--- config.mk ---
export PLATFORM = sky130hd
export DESIGN_NAME = qi_div_cell
export DESIGN_NICKNAME = d
export VERILOG_FILES = /design/src/hdl/qi_pkg.sv /design/src/hdl/qi_div_cell.sv
export SDC_FILE = /design/constraint.sdc
export NUM_CORES = 1
export LEC_CHECK = 0
export ABC_AREA = 1
export BUFFER_PORTS_ARGS = -buffer_cell sky130_fd_sc_hd__buf_2
export CORE_AREA = 3 3 268 270
export DETAILED_ROUTE_END_ITERATION = 10
export DIE_AREA = 0 0 271 273
export MAX_ROUTING_LAYER = met4
export SYNTH_ARGS = -nofsm -noshare
export SYNTH_HDL_FRONTEND = slang
export SYNTH_SLANG_ARGS = --single-unit
export TNS_END_PERCENT = 50
--- constraint.sdc ---
create_clock -name clk -period 1.9 [get_ports clk]
set_input_delay 0.475 -clock clk [delete_from_list [all_inputs] [get_ports clk]]
set_output_delay 0.475 -clock clk [all_outputs]
set_load 0.01 [all_outputs]
--- src/hdl/qi_pkg.sv ---
// Package for the three-point quadratic interpolator.
// Holds word types, status codes and datapath widths; depends on nothing.
`default_nettype none
package qi_pkg;

	localparam logic [31:0] NAN_CODE = 32'h8000_0000;

	localparam logic [2:0] ST_OK   = 3'd0;
	localparam logic [2:0] ST_XNAN = 3'd1;
	localparam logic [2:0] ST_TNAN = 3'd2;
	localparam logic [2:0] ST_EQ   = 3'd3;
	localparam logic [2:0] ST_SAT  = 3'd4;

	// Widths of the wide datapath
	localparam int MUL_W = 67;
	localparam int NUM_W = 135;
	localparam int DEN_W = 100;
	localparam int QUO_W = 41;
	localparam int CMP_W = 142;

	typedef struct packed {
		logic signed [31:0] query_t;
		logic signed [31:0] x_a;
		logic signed [31:0] x_b;
		logic signed [31:0] x_c;
		logic signed [31:0] y_a;
		logic signed [31:0] y_b;
		logic signed [31:0] y_c;
	} in_word_t;

	typedef struct packed {
		logic signed [31:0] value;
		logic [2:0]         status;
	} out_word_t;

	// Side info that rides along the pipeline
	typedef struct packed {
		logic               is_spec;
		logic [2:0]         status;
		logic signed [31:0] sval;
		logic signed [31:0] y0;
	} side_t;

	typedef struct packed {
		logic [NUM_W-1:0] rem;
		logic [DEN_W-1:0] den;
		logic [QUO_W-1:0] quo;
		logic             ovf;
		logic             neg;
		side_t            side;
	} div_t;

endpackage
`default_nettype wire

--- src/hdl/qi_div_cell.sv ---
// One cell of the restoring divider row: settles quotient bit K.
// Depends on qi_pkg for div_t.
`default_nettype none
module qi_div_cell
	import qi_pkg::*;
#(
	parameter int K = 0
) (
	input  wire logic clk,
	input  wire logic arst_n,
	input  wire logic en,
	input  wire logic in_vld,
	input  wire div_t in_d,
	output logic      out_vld,
	output div_t      out_d
);

	logic [CMP_W-1:0] rem_w, dsh_w;
	logic             take;
	div_t             nxt;

	always_comb begin
		rem_w = CMP_W'(in_d.rem);
		dsh_w = CMP_W'(in_d.den) << K;
		take  = !in_d.ovf && (rem_w >= dsh_w);
		nxt   = in_d;
		if (take) begin
			nxt.rem    = NUM_W'(rem_w - dsh_w);
			nxt.quo[K] = 1'b1;
		end
	end

	always_ff @(posedge clk or negedge arst_n) begin
		if (!arst_n) begin
			out_vld <= 1'b0;
		end else if (en) begin
			out_vld <= in_vld;
		end
	end

	always_ff @(posedge clk) begin
		if (en) begin
			out_d <= nxt;
		end
	end

endmodule
`default_nettype wire

; ---- Word level (Yosys, flattened, before mapping)
; Cells that the tools add are included.
; W data, S select, Z words.
[op_classes]
addsub = 1
order_cmp = 1
n_mux = 1
n_reduce_logical = 2
[ops]
columns = operator, n
row1 = $ge A135 B100 Y1, 1
row2 = $mux W135, 1
row3 = $sub A135 B100 Y135, 1
row4 = $logic_and A1 B1 Y1, 1
row5 = $logic_not A1 Y1, 1
[totals]
regBits = 347
in_bits = 350
out_inout_bits = 347
wordCells = 16

; ---- Logic depth before layout (Yosys ltp)
; Gate-level depths: netlist of run 1.
[depth]
ltp_word = 3
ltp_mapped = 22
ltp_nobuf = 20

; ---- Worst setup path after synthesis of run 1
; Ideal clock, no wire load.
[synth_timing]
path_kind = in2reg
startpoint = input port in_d[113] in the netlist's numbering
endpoint = register out_d[237] in the netlist's numbering, data pin
setup_time_ns = 0.265
t_arrival_ns = 2.351
t_required_ns = 1.635
slack_ns = -0.715
path_stages = 19
n_path_buf = 3
path_cell_list = inv_1 > ha_1 > buf_2 > nand2_1 > nand3_2 > nand2_1 > nand2_2 > nand2_1 > nand3_2 > nand2_2 > nand2_2 > nand2_1 > nand2_2 > nand2_2 > nand2_4 > nand2_4 > buf_6 > clkbuf_1 > o21ai_1
[synth_rtl]
columns = element, line
row1 = start: declaration, qi_div_cell.sv:13  ; input wire div_t in_d,
row2 = end signal: assignment, qi_div_cell.sv:43  ; out_d <= nxt;
row3 = end: declaration, qi_div_cell.sv:15  ; output div_t out_d

==> reports/qor.yml, run 1 <==
cts_root_buffer: "clkbuf_16"
max_stage_delay_ns: 0.36
ys_warn_count: 0
port_buffers: 696
skew_ns: 0
timing.final.crit_share_pct: 127
drt_pre_antenna_iters: 5
synth.area.top_cells: "edfxtp_1, nand2_1, inv_1"
p_per_area_nw_per_um2: 637
dp.cells: 5854
ys_types: 41
crit_family: "simple AND/OR/NAND/NOR gates"
via_count: 29500
vdd_drop_max_mv: 0.551
endpoint_kind: "flip-flop"
finalPower_mw: 27.0
hp-class: "primary input to flip-flop"
multi_input_area_sq_um: 15400
crit_top_cell: "nand2_2"
worst-path-max-fanout: 8
grt_use_total_pct: 37.1
synth_top_family_by_area: "simple AND/OR/NAND/NOR gates"
postRouteAntennaNets: 0
grt_pass1_vias: 28400
final_net_count: 5528
synth_compound_area_share_pct: 6.74
layout-drive-gt1-share_pct: 50.2
synth_cells: 3480
die_area_sq_um: 74000
yosys.area.top_type: "edfxtp_1"
timing.final.ws_setup_ns: -0.515
path_clk_slew_ns: 0.06
synth_edf_count: 346
rsz0062_at_grt: "yes"
max-slew-margin-rel_pct: 66.7
failed_checks: "setup timing"
antenna_found_initial: 4
crit_buf_inv: 4
fmax_ghz: 0.414
cts.htree.levels: 2
cts.sinks: 347
hold_viol: 0
tightest_slew_ns: 0.494
synthSimpleGateAreaFrac_pct: 31.4
synthMuxAreaShare_pct: 0.0457
routedWlPerCell_um: 23.1
seq_area_frac_synth_pct: 42.3
place_congestion: 1.04
cp-start-kind: "primary input"
fin_crit_ns: 2.42
stdcell_count: 6045
finalSetupViolCount: 136
drt_iter0_drc: 2673
crit_slowest_cell: "ha_4"
synth_xor_area_share_pct: 2.63
placed_area_sq_um: 36100
leakage_nw: 20.9
route.detailed.drc: 0
die_h_um: 273
required_ns: 2.21
seqCellArea_sq_um: 10400
rows: 97
syn-num-nets: 3931
core_sq_um: 69800
synth_common_cells: "nand2_1, inv_1, edfxtp_1"
die_w_um: 271
synthMostInstantiatedCell: "nand2_1"
slew_violations: 0
syn_to_final_growth_pct: 71.9
numCtsBuffers: 38
viasPerCell: 4.87
avgSynthCellArea_sq_um: 7.08
status: "finished, violations left"
wirelength_mm: 139
yosys.area.top_type_share_pct: 42.2
synthAdderAreaFrac_pct: 5.16
cp.arrival_ns: 2.72
drv_cap: 0
cts_tree: "yes"
start_util_pct: 35.3
grt_pass1_wl_mm: 193
critical_path_class: "primary input to flip-flop"
synth.cell_area_sq_um: 24600
clock_path_buffers: 3
grt_max_degree: 70
dp_hpwl_mm: 115
grt_overflow: 0
design_area_sq_um: 42300
fill_cells: 6452
path_cells: "buf_6, ha_4, nand2_4, buf_6, nor2_4, nand2_2, nor2_4, nand2_2, nor3_2, nand2_2, nand2_2, nor2_4, nand2_8, nand2_8, buf_8, buf_16, nand2_4, o21ai_2"
synthArstFlopShare_pct: 0.288
ys_ff_latch: 347
clk_latency_ns: 0.57
synth_ff_type: "edfxtp_1"
io_pins: 697
fin_setup_tns_ns: -57.98
worst paths after layout:
kind                                     start                    to  slack (ns)  depth (start not counted)
setup / recovery                     in_d[281]  out_d[236]$_DFFE_PP_       -0.52                         18
hold / removal                        in_d[19]   out_d[19]$_DFFE_PP_        0.07                          1
setup reg to reg           out_vld$_DFFE_PN0P_   out_vld$_DFFE_PN0P_        1.14                          1
hold reg to reg            out_vld$_DFFE_PN0P_   out_vld$_DFFE_PN0P_        0.54                          1
max in group asynchronous               arst_n   out_vld$_DFFE_PN0P_        1.60                          2
min in group asynchronous               arst_n   out_vld$_DFFE_PN0P_        0.21                          2
area by class of cell:
| class | count | share of cell area, % |
|---|---|---|
| Multi-Input combinational cell | 2398 | 36.5 |
| Timing Repair Buffer | 1585 | 26.9 |
| Sequential cell | 347 | 24.6 |
| Inverter | 707 | 6.38 |
| Tap cell | 940 | 2.78 |
| Clock buffer | 44 | 2.35 |
| Clock inverter | 21 | 0.494 |
| Antenna cell | 3 | 0.0177 |
where the power goes:
part	total (mW)	leakage [nW]	switching (mW)	internal, mW
Sequential	9.55	3.39	0.273	9.28
Combinational	10.0	16.9	5.70	4.34
Clock	7.39	0.585	3.22	4.17
placed cells by master, fill, tap and decap left out, types with 17 or more instances in the layout:
cell | netlist | routed
nor3_2 | 2 | 18
nand3b_1 | 28 | 28
nand4_1 | 39 | 39
o21ai_2 | 8 | 55
inv_2 | 13 | 119
buf_2 | 5 | 655
buf_6 | 13 | 62
a21oi_2 | 0 | 67
o21ai_0 | 96 | 46
edfxtp_1 | 346 | 346
nand2_2 | 12 | 268
xnor2_1 | 68 | 62
a21oi_1 | 146 | 66
buf_16 | 0 | 17
nor3_1 | 35 | 17
nand3_2 | 2 | 20
nor2_4 | 3 | 63
nand2_1 | 1321 | 986
nor2_1 | 308 | 188
clkbuf_16 | 0 | 41
nor2_2 | 18 | 78
inv_1 | 693 | 578
nand2_4 | 2 | 79
ha_4 | 0 | 100
buf_12 | 0 | 32
nand3_1 | 116 | 91
buf_4 | 0 | 804
o21ai_1 | 44 | 47
per-stage QoR:
stage               hold slack (ns)  utilization, %  setup WS, ns
global route                 0.0643            60.6        -0.567
CTS                          0.0594            57.9        -0.474
finish                       0.0740            60.6        -0.515
floorplan                     0.179               -        -0.647
global placement              0.250            51.7         -1.39
detailed placement            0.251            51.7         -1.37
what timing repair did:
item / CTS / global route
gates cloned: 25 / 2
pin swaps: 77 / 145
endpoints found under the hold margin: 1 / 0
buffers inserted: 60 / 45
gates resized for setup: 570 / 559
setup endpoints to repair: 136 / 136
hold buffers: 1 / 0
cells by family after synthesis:
logic type / after synthesis
DFF: 347
buffers and inverters: 737
muxes: 1
xor gates and xnor gates: 74
adders and majority gates: 101
and+or+nand+nor: 1905
AOI/OAI and AO/OA: 315
sequential cells by signal (all words and copies together), names as in the netlist:
register	count
out_d	346
out_vld	1
layer usage:
metal  routed length (um)  share of wire [%]  track usage (%)
met1                58600                 42             47.5
met2                66600                 48             61.9
met3                 9370                6.7             4.59
met4                 4860                3.5             10.2
met5                    0                  0                -
No activity file was read; power rests on OpenSTA's default activity.
==> run 2: changes to the inputs <==
Settings changed: CTS_BUF_LIST set to sky130_fd_sc_hd__clkbuf_16.
==> run 2 against run 1 <==
  * The flow still finishes with violations (setup timing)
  * Maximum frequency decreased by 0.32%
  * First-iteration DRC count fell by 14%
  * Flip-flop and latch count stayed put
  * Clock skew did not move
  * Largest power group is now registers
==> reports/qor.yml, run 2 (synthesis results as in run 1) <==
grt_util_met2_pct: 59.3  # was 61.9%
top_regs: "out_d x346, out_vld x1"  # unchanged
grtUsageMet3_pct: 6.87  # was 4.59%
grt_max_degree: 70  # unchanged
grt_overflow: 0  # unchanged
finalCoreUtilization_pct: 57.0  # was 60.6%
ff2ff_setup_slack_ns: 1.13  # was 1.14 ns
top_register: "out_d"  # unchanged
status: "finished, violations left"  # unchanged
final_net_count: 5449  # was 5528
dp_slack_ns: -1.37  # unchanged
fin_crit_ns: 2.42  # about the same
leakage_nw: 19.8  # was 20.9 nW
r2r_end: "out_vld$_DFFE_PN0P_"  # unchanged
slew_violations: 0  # unchanged
reg2regPathDepth: 1  # unchanged
fill_cells: 6814  # was 6452
fmax_ghz: 0.413  # was 0.414 GHz
worst-path-max-fanout: 12  # was 8
design_area_sq_um: 39700  # was 42300 sq um
endpoint_kind: "flip-flop"  # unchanged
numCtsBuffers: 38  # unchanged
largest_reg_flops: 346  # unchanged
routedWlPerCell_um: 22.6  # was 23.1 um
viasPerCell: 4.78  # was 4.87
drt_pre_antenna_iters: 5  # unchanged
grt_pass1_wl_mm: 188  # was 193 mm
cts.htree.levels: 2  # unchanged
grt_most_used_layer: "met2"  # unchanged
grt.met1_usage_pct: 45.2  # was 47.5%
postRouteAntennaNets: 0  # unchanged
p_per_area_nw_per_um2: 655  # was 637 nW/um^2
path_clk_slew_ns: 0.06  # about the same
io_pins: 697  # unchanged
failed_checks: "setup timing"  # unchanged
grt_use_total_pct: 36.2  # was 37.1%
required_ns: 2.22  # was 2.21 ns
place_congestion: 1.04  # unchanged
drt_iter0_drc: 2287  # was 2673
cp.arrival_ns: 2.75  # was 2.72 ns
via_count: 28500  # was 29.5k
holdPathStages: 1  # unchanged
holdPathEnd: "out_d[19]$_DFFE_PP_"  # unchanged
die_h_um: 273  # unchanged
layout_commonest_cell: "nand2_1"  # unchanged
core_sq_um: 69800  # unchanged
cts.sinks: 347  # unchanged
die_w_um: 271  # unchanged
timing.final.crit_share_pct: 128  # was 127%
hp-class: "primary input to flip-flop"  # unchanged
placed_area_sq_um: 36100  # unchanged
dp_hpwl_mm: 115  # unchanged
hold_start: "in_d[19]"  # unchanged
grt_pass1_vias: 27800  # was 28.4k
hold_viol: 0  # unchanged
die_area_sq_um: 74000  # unchanged
rsz0062_at_grt: "yes"  # unchanged
cp-start-kind: "primary input"  # unchanged
tightest_slew_ns: 0.434  # was 0.494 ns
rows: 97  # unchanged
skew_ns: 0  # unchanged
cts_tree: "yes"  # unchanged
critical_path_class: "primary input to flip-flop"  # unchanged
port_buffers: 696  # unchanged
rr_startpoint: "out_vld$_DFFE_PN0P_"  # unchanged
vdd_drop_max_mv: 0.548  # was 0.551 mV
layout-drive-gt1-share_pct: 42.3  # was 50.2%
route.detailed.drc: 0  # unchanged
timing.final.ws_setup_ns: -0.523  # was -0.515 ns
antenna_found_initial: 7  # was 4
final_cell_mix: "nand2_1, buf_4, buf_2"  # unchanged
clock_path_buffers: 3  # unchanged
finalSetupViolCount: 136  # unchanged
cts_root_buffer: "clkbuf_16"  # unchanged
clk_latency_ns: 0.57  # about the same
finalPower_mw: 26.0  # was 27.0 mW
max-slew-margin-rel_pct: 70.8  # was 66.7%
wirelength_mm: 135  # was 139 mm
syn_to_final_growth_pct: 61.4  # was 71.9%
start_util_pct: 35.3  # unchanged
drv_cap: 0  # unchanged
-- run 2: cell types whose count changed in the layout (fill, tap and decap cells not counted), sizes merged --
| cell | delta |
|---|---|
| buf | -79 |
| clkbuf | -7 |
| inv | +5 |
| bufbuf | +2 |
| diode | +1 |
-- run 2: worst max-delay path, stage by stage --
cell and delay [ns]:
buf_2 0.09, inv_1 0.06, ha_4 0.29, nand2_2 0.06
buf_4 0.14, nor2_4 0.13, nand2_1 0.07, nor2_1 0.11
nand2_2 0.12, nand3_4 0.10, nand2_2 0.05, nand2_2 0.09
nand2_1 0.07, nand2_2 0.08, nand2_4 0.07, nand2_8 0.16
nand2_8 0.10, buf_12 0.16, clkbuf_16 0.18, nand2_1 0.06
nand2_1 0.05
-- run 2: worst max path at each step --
stage / startpoint / to
floorplan: in_d[113] / out_d[280]$_DFFE_PP_
global placement: in_d[123] / out_d[310]$_DFFE_PP_
detailed placement: in_d[123] / out_d[310]$_DFFE_PP_
CTS: in_d[207] / out_d[309]$_DFFE_PP_
global route: in_d[156] / out_d[241]$_DFFE_PP_
finish: in_d[120] / out_d[288]$_DFFE_PP_
-- run 2: layer usage --
metal	vias up	wire length, um
met5	-	0
li1	13900	-
met4	0	4730
met3	165	9980
met1	13400	57000
met2	1034	63400
-- run 2: timing repair --
item / 4_1_cts / 5_1_grt
buffers inserted: 16 / 14
endpoints found under the setup margin: 136 / 136
cloned: 12 / 1
gates resized for setup: 308 / 238
pin swaps: 21 / 39
hold buffers: 1 / 0
hold endpoints to repair: 1 / 0
-- run 2: layout make-up --
type	instances	area, sq um	area share, %
Antenna cell	4	10.0	0.0252
Clock buffer	39	976	2.46
Clock inverter	26	228	0.573
Inverter	707	2670	6.72
Multi-Input combinational cell	2398	14100	35.5
Sequential cell	347	10400	26.2
Tap cell	940	1180	2.96
Timing Repair Buffer	1506	10200	25.6
-- run 2: through the flow --
| step | cells | TNS, ns | hold WS [ns] |
|---|---|---|---|
| 2_1_floorplan | 3480 | -82.34 | 0.179 |
| 3_3_place_gp | 5854 | -163.44 | 0.250 |
| 3_5_place_dp | 5854 | -161.77 | 0.251 |
| 4_1_cts | 5948 | -59.45 | 0.0593 |
| 5_1_grt | 5967 | -73.87 | 0.0642 |
| 6_report | 5967 | -63.50 | 0.0758 |
-- run 2: report_power, final --
| part | internal [mW] | leakage, nW | switching, mW |
|---|---|---|---|
| clock | 4.14 | 0.606 | 3.21 |
| combinational | 3.85 | 15.8 | 5.28 |
| sequential | 9.28 | 3.39 | 0.275 |
==> run 3: changes to the inputs <==
Settings changed: ABC_AREA 1 to unset, CORE_AREA 3 3 268 270 to 3 3 267 269, DIE_AREA 0 0 271 273 to 0 0 270 272.
==> run 3 against run 2 <==
  * Sequential share of layout area increased by 3.8 points
  * Critical path type unchanged
  * Critical endpoint is now out_d[343]$_DFFE_PP_
  * Area after synthesis fell by 21%
  * Total power decreased by 1.9%
  * Critical path depth decreased by 5
  * Clock-buffer cell count increased by 3
  * Register-to-register slack hardly changed
  * Worst setup slack got worse by 0.79 ns
  * Maximum frequency shrank 25%
  * Highest routed layer unchanged
  * Largest power group unchanged
  * The flow still finishes with violations (setup timing)
==> reports/qor.yml, run 3 <==
p_int_mw: 17.8  # was 17.3 mW
max-slew-margin-rel_pct: 38.4  # was 70.8%
rows: 96  # was 97
seqCellArea_sq_um: 10400  # unchanged
yosys.area.top_type: "edfxtp_1"  # unchanged
vdd_drop_max_mv: 0.955  # was 0.548 mV
tightest_slew_ns: 0.901  # was 0.434 ns
cts.htree.levels: 2  # unchanged
placed_area_sq_um: 29200  # was 36100 sq um
skew_ns: 0  # unchanged
ys_ff_latch: 347  # unchanged
power_switching_mw: 7.72  # was 8.76 mW
fill_cells: 6304  # was 6814
synthMostInstantiatedCell: "edfxtp_1"  # was nand2_1
clk_latency_ns: 0.57  # about the same
comb_power_share_pct: 31.7  # was 35.1%
endpoint_kind: "flip-flop"  # unchanged
r2r_end: "out_vld$_DFFE_PN0P_"  # unchanged
crit_slowest_cell: "or4_4"  # was ha_4
holdPathEnd: "out_d[18]$_DFFE_PP_"  # was out_d[19]$_DFFE_PP_
cp.arrival_ns: 3.53  # was 2.75 ns
avgSynthCellArea_sq_um: 10.5  # was 7.08 sq um
ff2ff_setup_slack_ns: 1.13  # about the same
seq_area_frac_synth_pct: 53.7  # was 42.3%
clock_path_buffers: 3  # unchanged
synth.cell_area_sq_um: 19400  # was 24600 sq um
ys_warn_count: 0  # unchanged
synth_cells: 1856  # was 3480
failed_checks: "setup timing"  # unchanged
drt_pre_antenna_iters: 8  # was 5
hold_start: "in_d[18]"  # was in_d[19]
synthArstFlopShare_pct: 0.288  # unchanged
ys_types: 78  # was 41
cts.sinks: 347  # unchanged
die_area_sq_um: 73400  # was 74000 sq um
cp-start-kind: "primary input"  # unchanged
reg2regPathDepth: 1  # unchanged
rr_startpoint: "out_vld$_DFFE_PN0P_"  # unchanged
design_area_sq_um: 34800  # was 39700 sq um
final_cell_mix: "buf_4, buf_2, edfxtp_1"  # was nand2_1, buf_4, buf_2
postRouteAntennaNets: 0  # unchanged
routedWlPerCell_um: 21.1  # was 22.6 um
p_per_area_nw_per_um2: 735  # was 655 nW/um^2
antenna_found_initial: 17  # was 7
yosys.area.top_type_share_pct: 53.6  # was 42.2%
required_ns: 2.21  # was 2.22 ns
synth_edf_count: 346  # unchanged
fmax_ghz: 0.311  # was 0.413 GHz
drt_iter0_drc: 1407  # was 2287
start_util_pct: 28.2  # was 35.3%
dp_slack_ns: -2.14  # was -1.37 ns
largest_reg_flops: 346  # unchanged
p_seq_share_pct: 37.1  # was 36.7%
top_register: "out_d"  # unchanged
cts_root_buffer: "clkbuf_16"  # unchanged
hp-class: "primary input to flip-flop"  # unchanged
fin_crit_ns: 3.22  # was 2.42 ns
finalPower_mw: 25.5  # was 26.0 mW
numCtsBuffers: 42  # was 38
route.detailed.drc: 0  # unchanged
max_stage_delay_ns: 0.58  # was 0.29 ns
synth.area.top_cells: "edfxtp_1, ha_1, o21ai_0"  # was edfxtp_1, nand2_1, inv_1
timing.final.crit_share_pct: 169  # was 128%
status: "finished, violations left"  # unchanged
finalCoreUtilization_pct: 50.5  # was 57.0%
die_h_um: 272  # was 273 um
via_count: 20300  # was 28.5k
critical_path_class: "primary input to flip-flop"  # unchanged
slew_violations: 0  # unchanged
syn-num-nets: 2307  # was 3931
leakage_nw: 15.1  # was 19.8 nW
path_cells: "buf_2, inv_2, ha_4, nand4_1, nor2_2, nand2_2, or4_4, nor4_4, nor4bb_2, a31o_4, buf_12, buf_12, nor4b_4, buf_6, nand4_1, xnor2_1"  # was buf_2, inv_1, ha_4, nand2_2, buf_4, nor2_4, nand2_1, nor2_1, nand2_2, nand3_4, nand2_2, nand2_2, nand2_1, nand2_2, nand2_4, nand2_8, nand2_8, buf_12, clkbuf_16, nand2_1, nand2_1
synth_ff_type: "edfxtp_1"  # unchanged
final_net_count: 3714  # was 5449
path_clk_slew_ns: 0.06  # about the same
grt_use_total_pct: 23.7  # was 36.2%
syn_to_final_growth_pct: 79.2  # was 61.4%
cts_tree: "yes"  # unchanged
wirelength_mm: 89.4  # was 135 mm
p_sw_share_pct: 30.2  # was 33.6%
layout-drive-gt1-share_pct: 59.6  # was 42.3%
worst-path-max-fanout: 6  # was 12
crit_family: "simple AND/OR/NAND/NOR gates"  # unchanged
synth_common_cells: "edfxtp_1, nand2_1, o21ai_0"  # was nand2_1, inv_1, edfxtp_1
rsz0062_at_grt: "yes"  # unchanged
viasPerCell: 4.79  # was 4.78
grt_pass1_wl_mm: 128  # was 188 mm
top_regs: "out_d x346, out_vld x1"  # unchanged
multi_input_area_sq_um: 11100  # was 14100 sq um
grt_overflow: 0  # unchanged
io_pins: 697  # unchanged
pwr-share-clk_pct: 31.3  # was 28.2%
dp_hpwl_mm: 70.6  # was 115 mm
layout_commonest_cell: "buf_4"  # was nand2_1
place_congestion: 0.933  # was 1.04
grt_pass1_vias: 20300  # was 27.8k
port_buffers: 696  # unchanged
finalSetupViolCount: 136  # unchanged
timing.final.ws_setup_ns: -1.32  # was -0.523 ns
die_w_um: 270  # was 271 um
holdPathStages: 1  # unchanged
startpoint: "in_d[180]"  # was in_d[120]
drv_cap: 0  # unchanged
hold_viol: 0  # unchanged
core_sq_um: 68800  # was 69800 sq um
grt_max_degree: 58  # was 70
crit_buf_inv: 5  # unchanged
[run 3: cell families after synthesis]
kind of cell | after synthesis | synth area share [%]
flip-flops | 347 | 53.7
AND/OR/NAND/NOR | 562 | 13.8
buffers and inverters | 204 | 4.06
AO/OA/AOI/OAI | 502 | 15.5
XOR/XNOR | 133 | 6.01
adder cells (fa/ha/maj) | 101 | 6.55
multiplexers | 7 | 0.406
[run 3: cell type report]
| class | count | share of cell area (%) |
|---|---|---|
| antenna | 15 | 0.108 |
| clock buffer | 42 | 3.02 |
| clock inverter | 35 | 0.864 |
| inverter | 115 | 1.35 |
| multi-input combinational | 1305 | 32.0 |
| sequential | 347 | 30.0 |
| tap | 931 | 3.35 |
| timing repair buffer | 1452 | 29.3 |
[run 3: metal layers]
metal  part of all wire, %  track usage [%]  vias up
met3                   7.5             6.14      136
li1                      -                -     9687
met5                     0                -        -
met4                   3.6             8.88        0
met1                    41             28.3     9703
met2                    48             38.8      779
[run 3: how the worst max path moves through the flow]
stage                      endpoint  slack, ns  depth (start not counted)
2_1_floorplan  out_d[317]$_DFFE_PP_      -1.45                         15
3_3_place_gp   out_d[317]$_DFFE_PP_      -2.05                         16
3_5_place_dp   out_d[343]$_DFFE_PP_      -2.14                         17
4_1_cts        out_d[317]$_DFFE_PP_      -1.29                         17
5_1_grt        out_d[309]$_DFFE_PP_      -1.40                         17
6_report       out_d[343]$_DFFE_PP_      -1.32                         16
[run 3: stage by stage]
step / TNS [ns] / cells / hold slack (ns)
global placement: -252.70 / 4027 / 0.251
CTS: -146.96 / 4200 / 0.0349
finish: -153.21 / 4242 / 0.0735
global route: -161.02 / 4240 / 0.0407
detailed placement: -256.30 / 4027 / 0.261
floorplan: -173.85 / 1856 / 0.179
[run 3: repair_timing]
action,in CTS,in global routing
hold endpoints to repair,1,0
setup buffers,86,32
hold buffers,1,0
setup endpoints to repair,136,136
gates cloned,12,3
pin swaps,143,106
gates resized for setup,454,267
[run 3: power by group through the flow]
stage | combinational, mW | sequential [mW] | clock (mW)
after floorplan | 2.47 | 10.0 | 0
after global placement | 6.58 | 9.60 | 0
after detailed placement | 6.59 | 9.61 | 0
after CTS | 7.55 | 9.47 | 8.20
after global routing | 8.64 | 9.53 | 8.55
final | 8.08 | 9.47 | 7.98
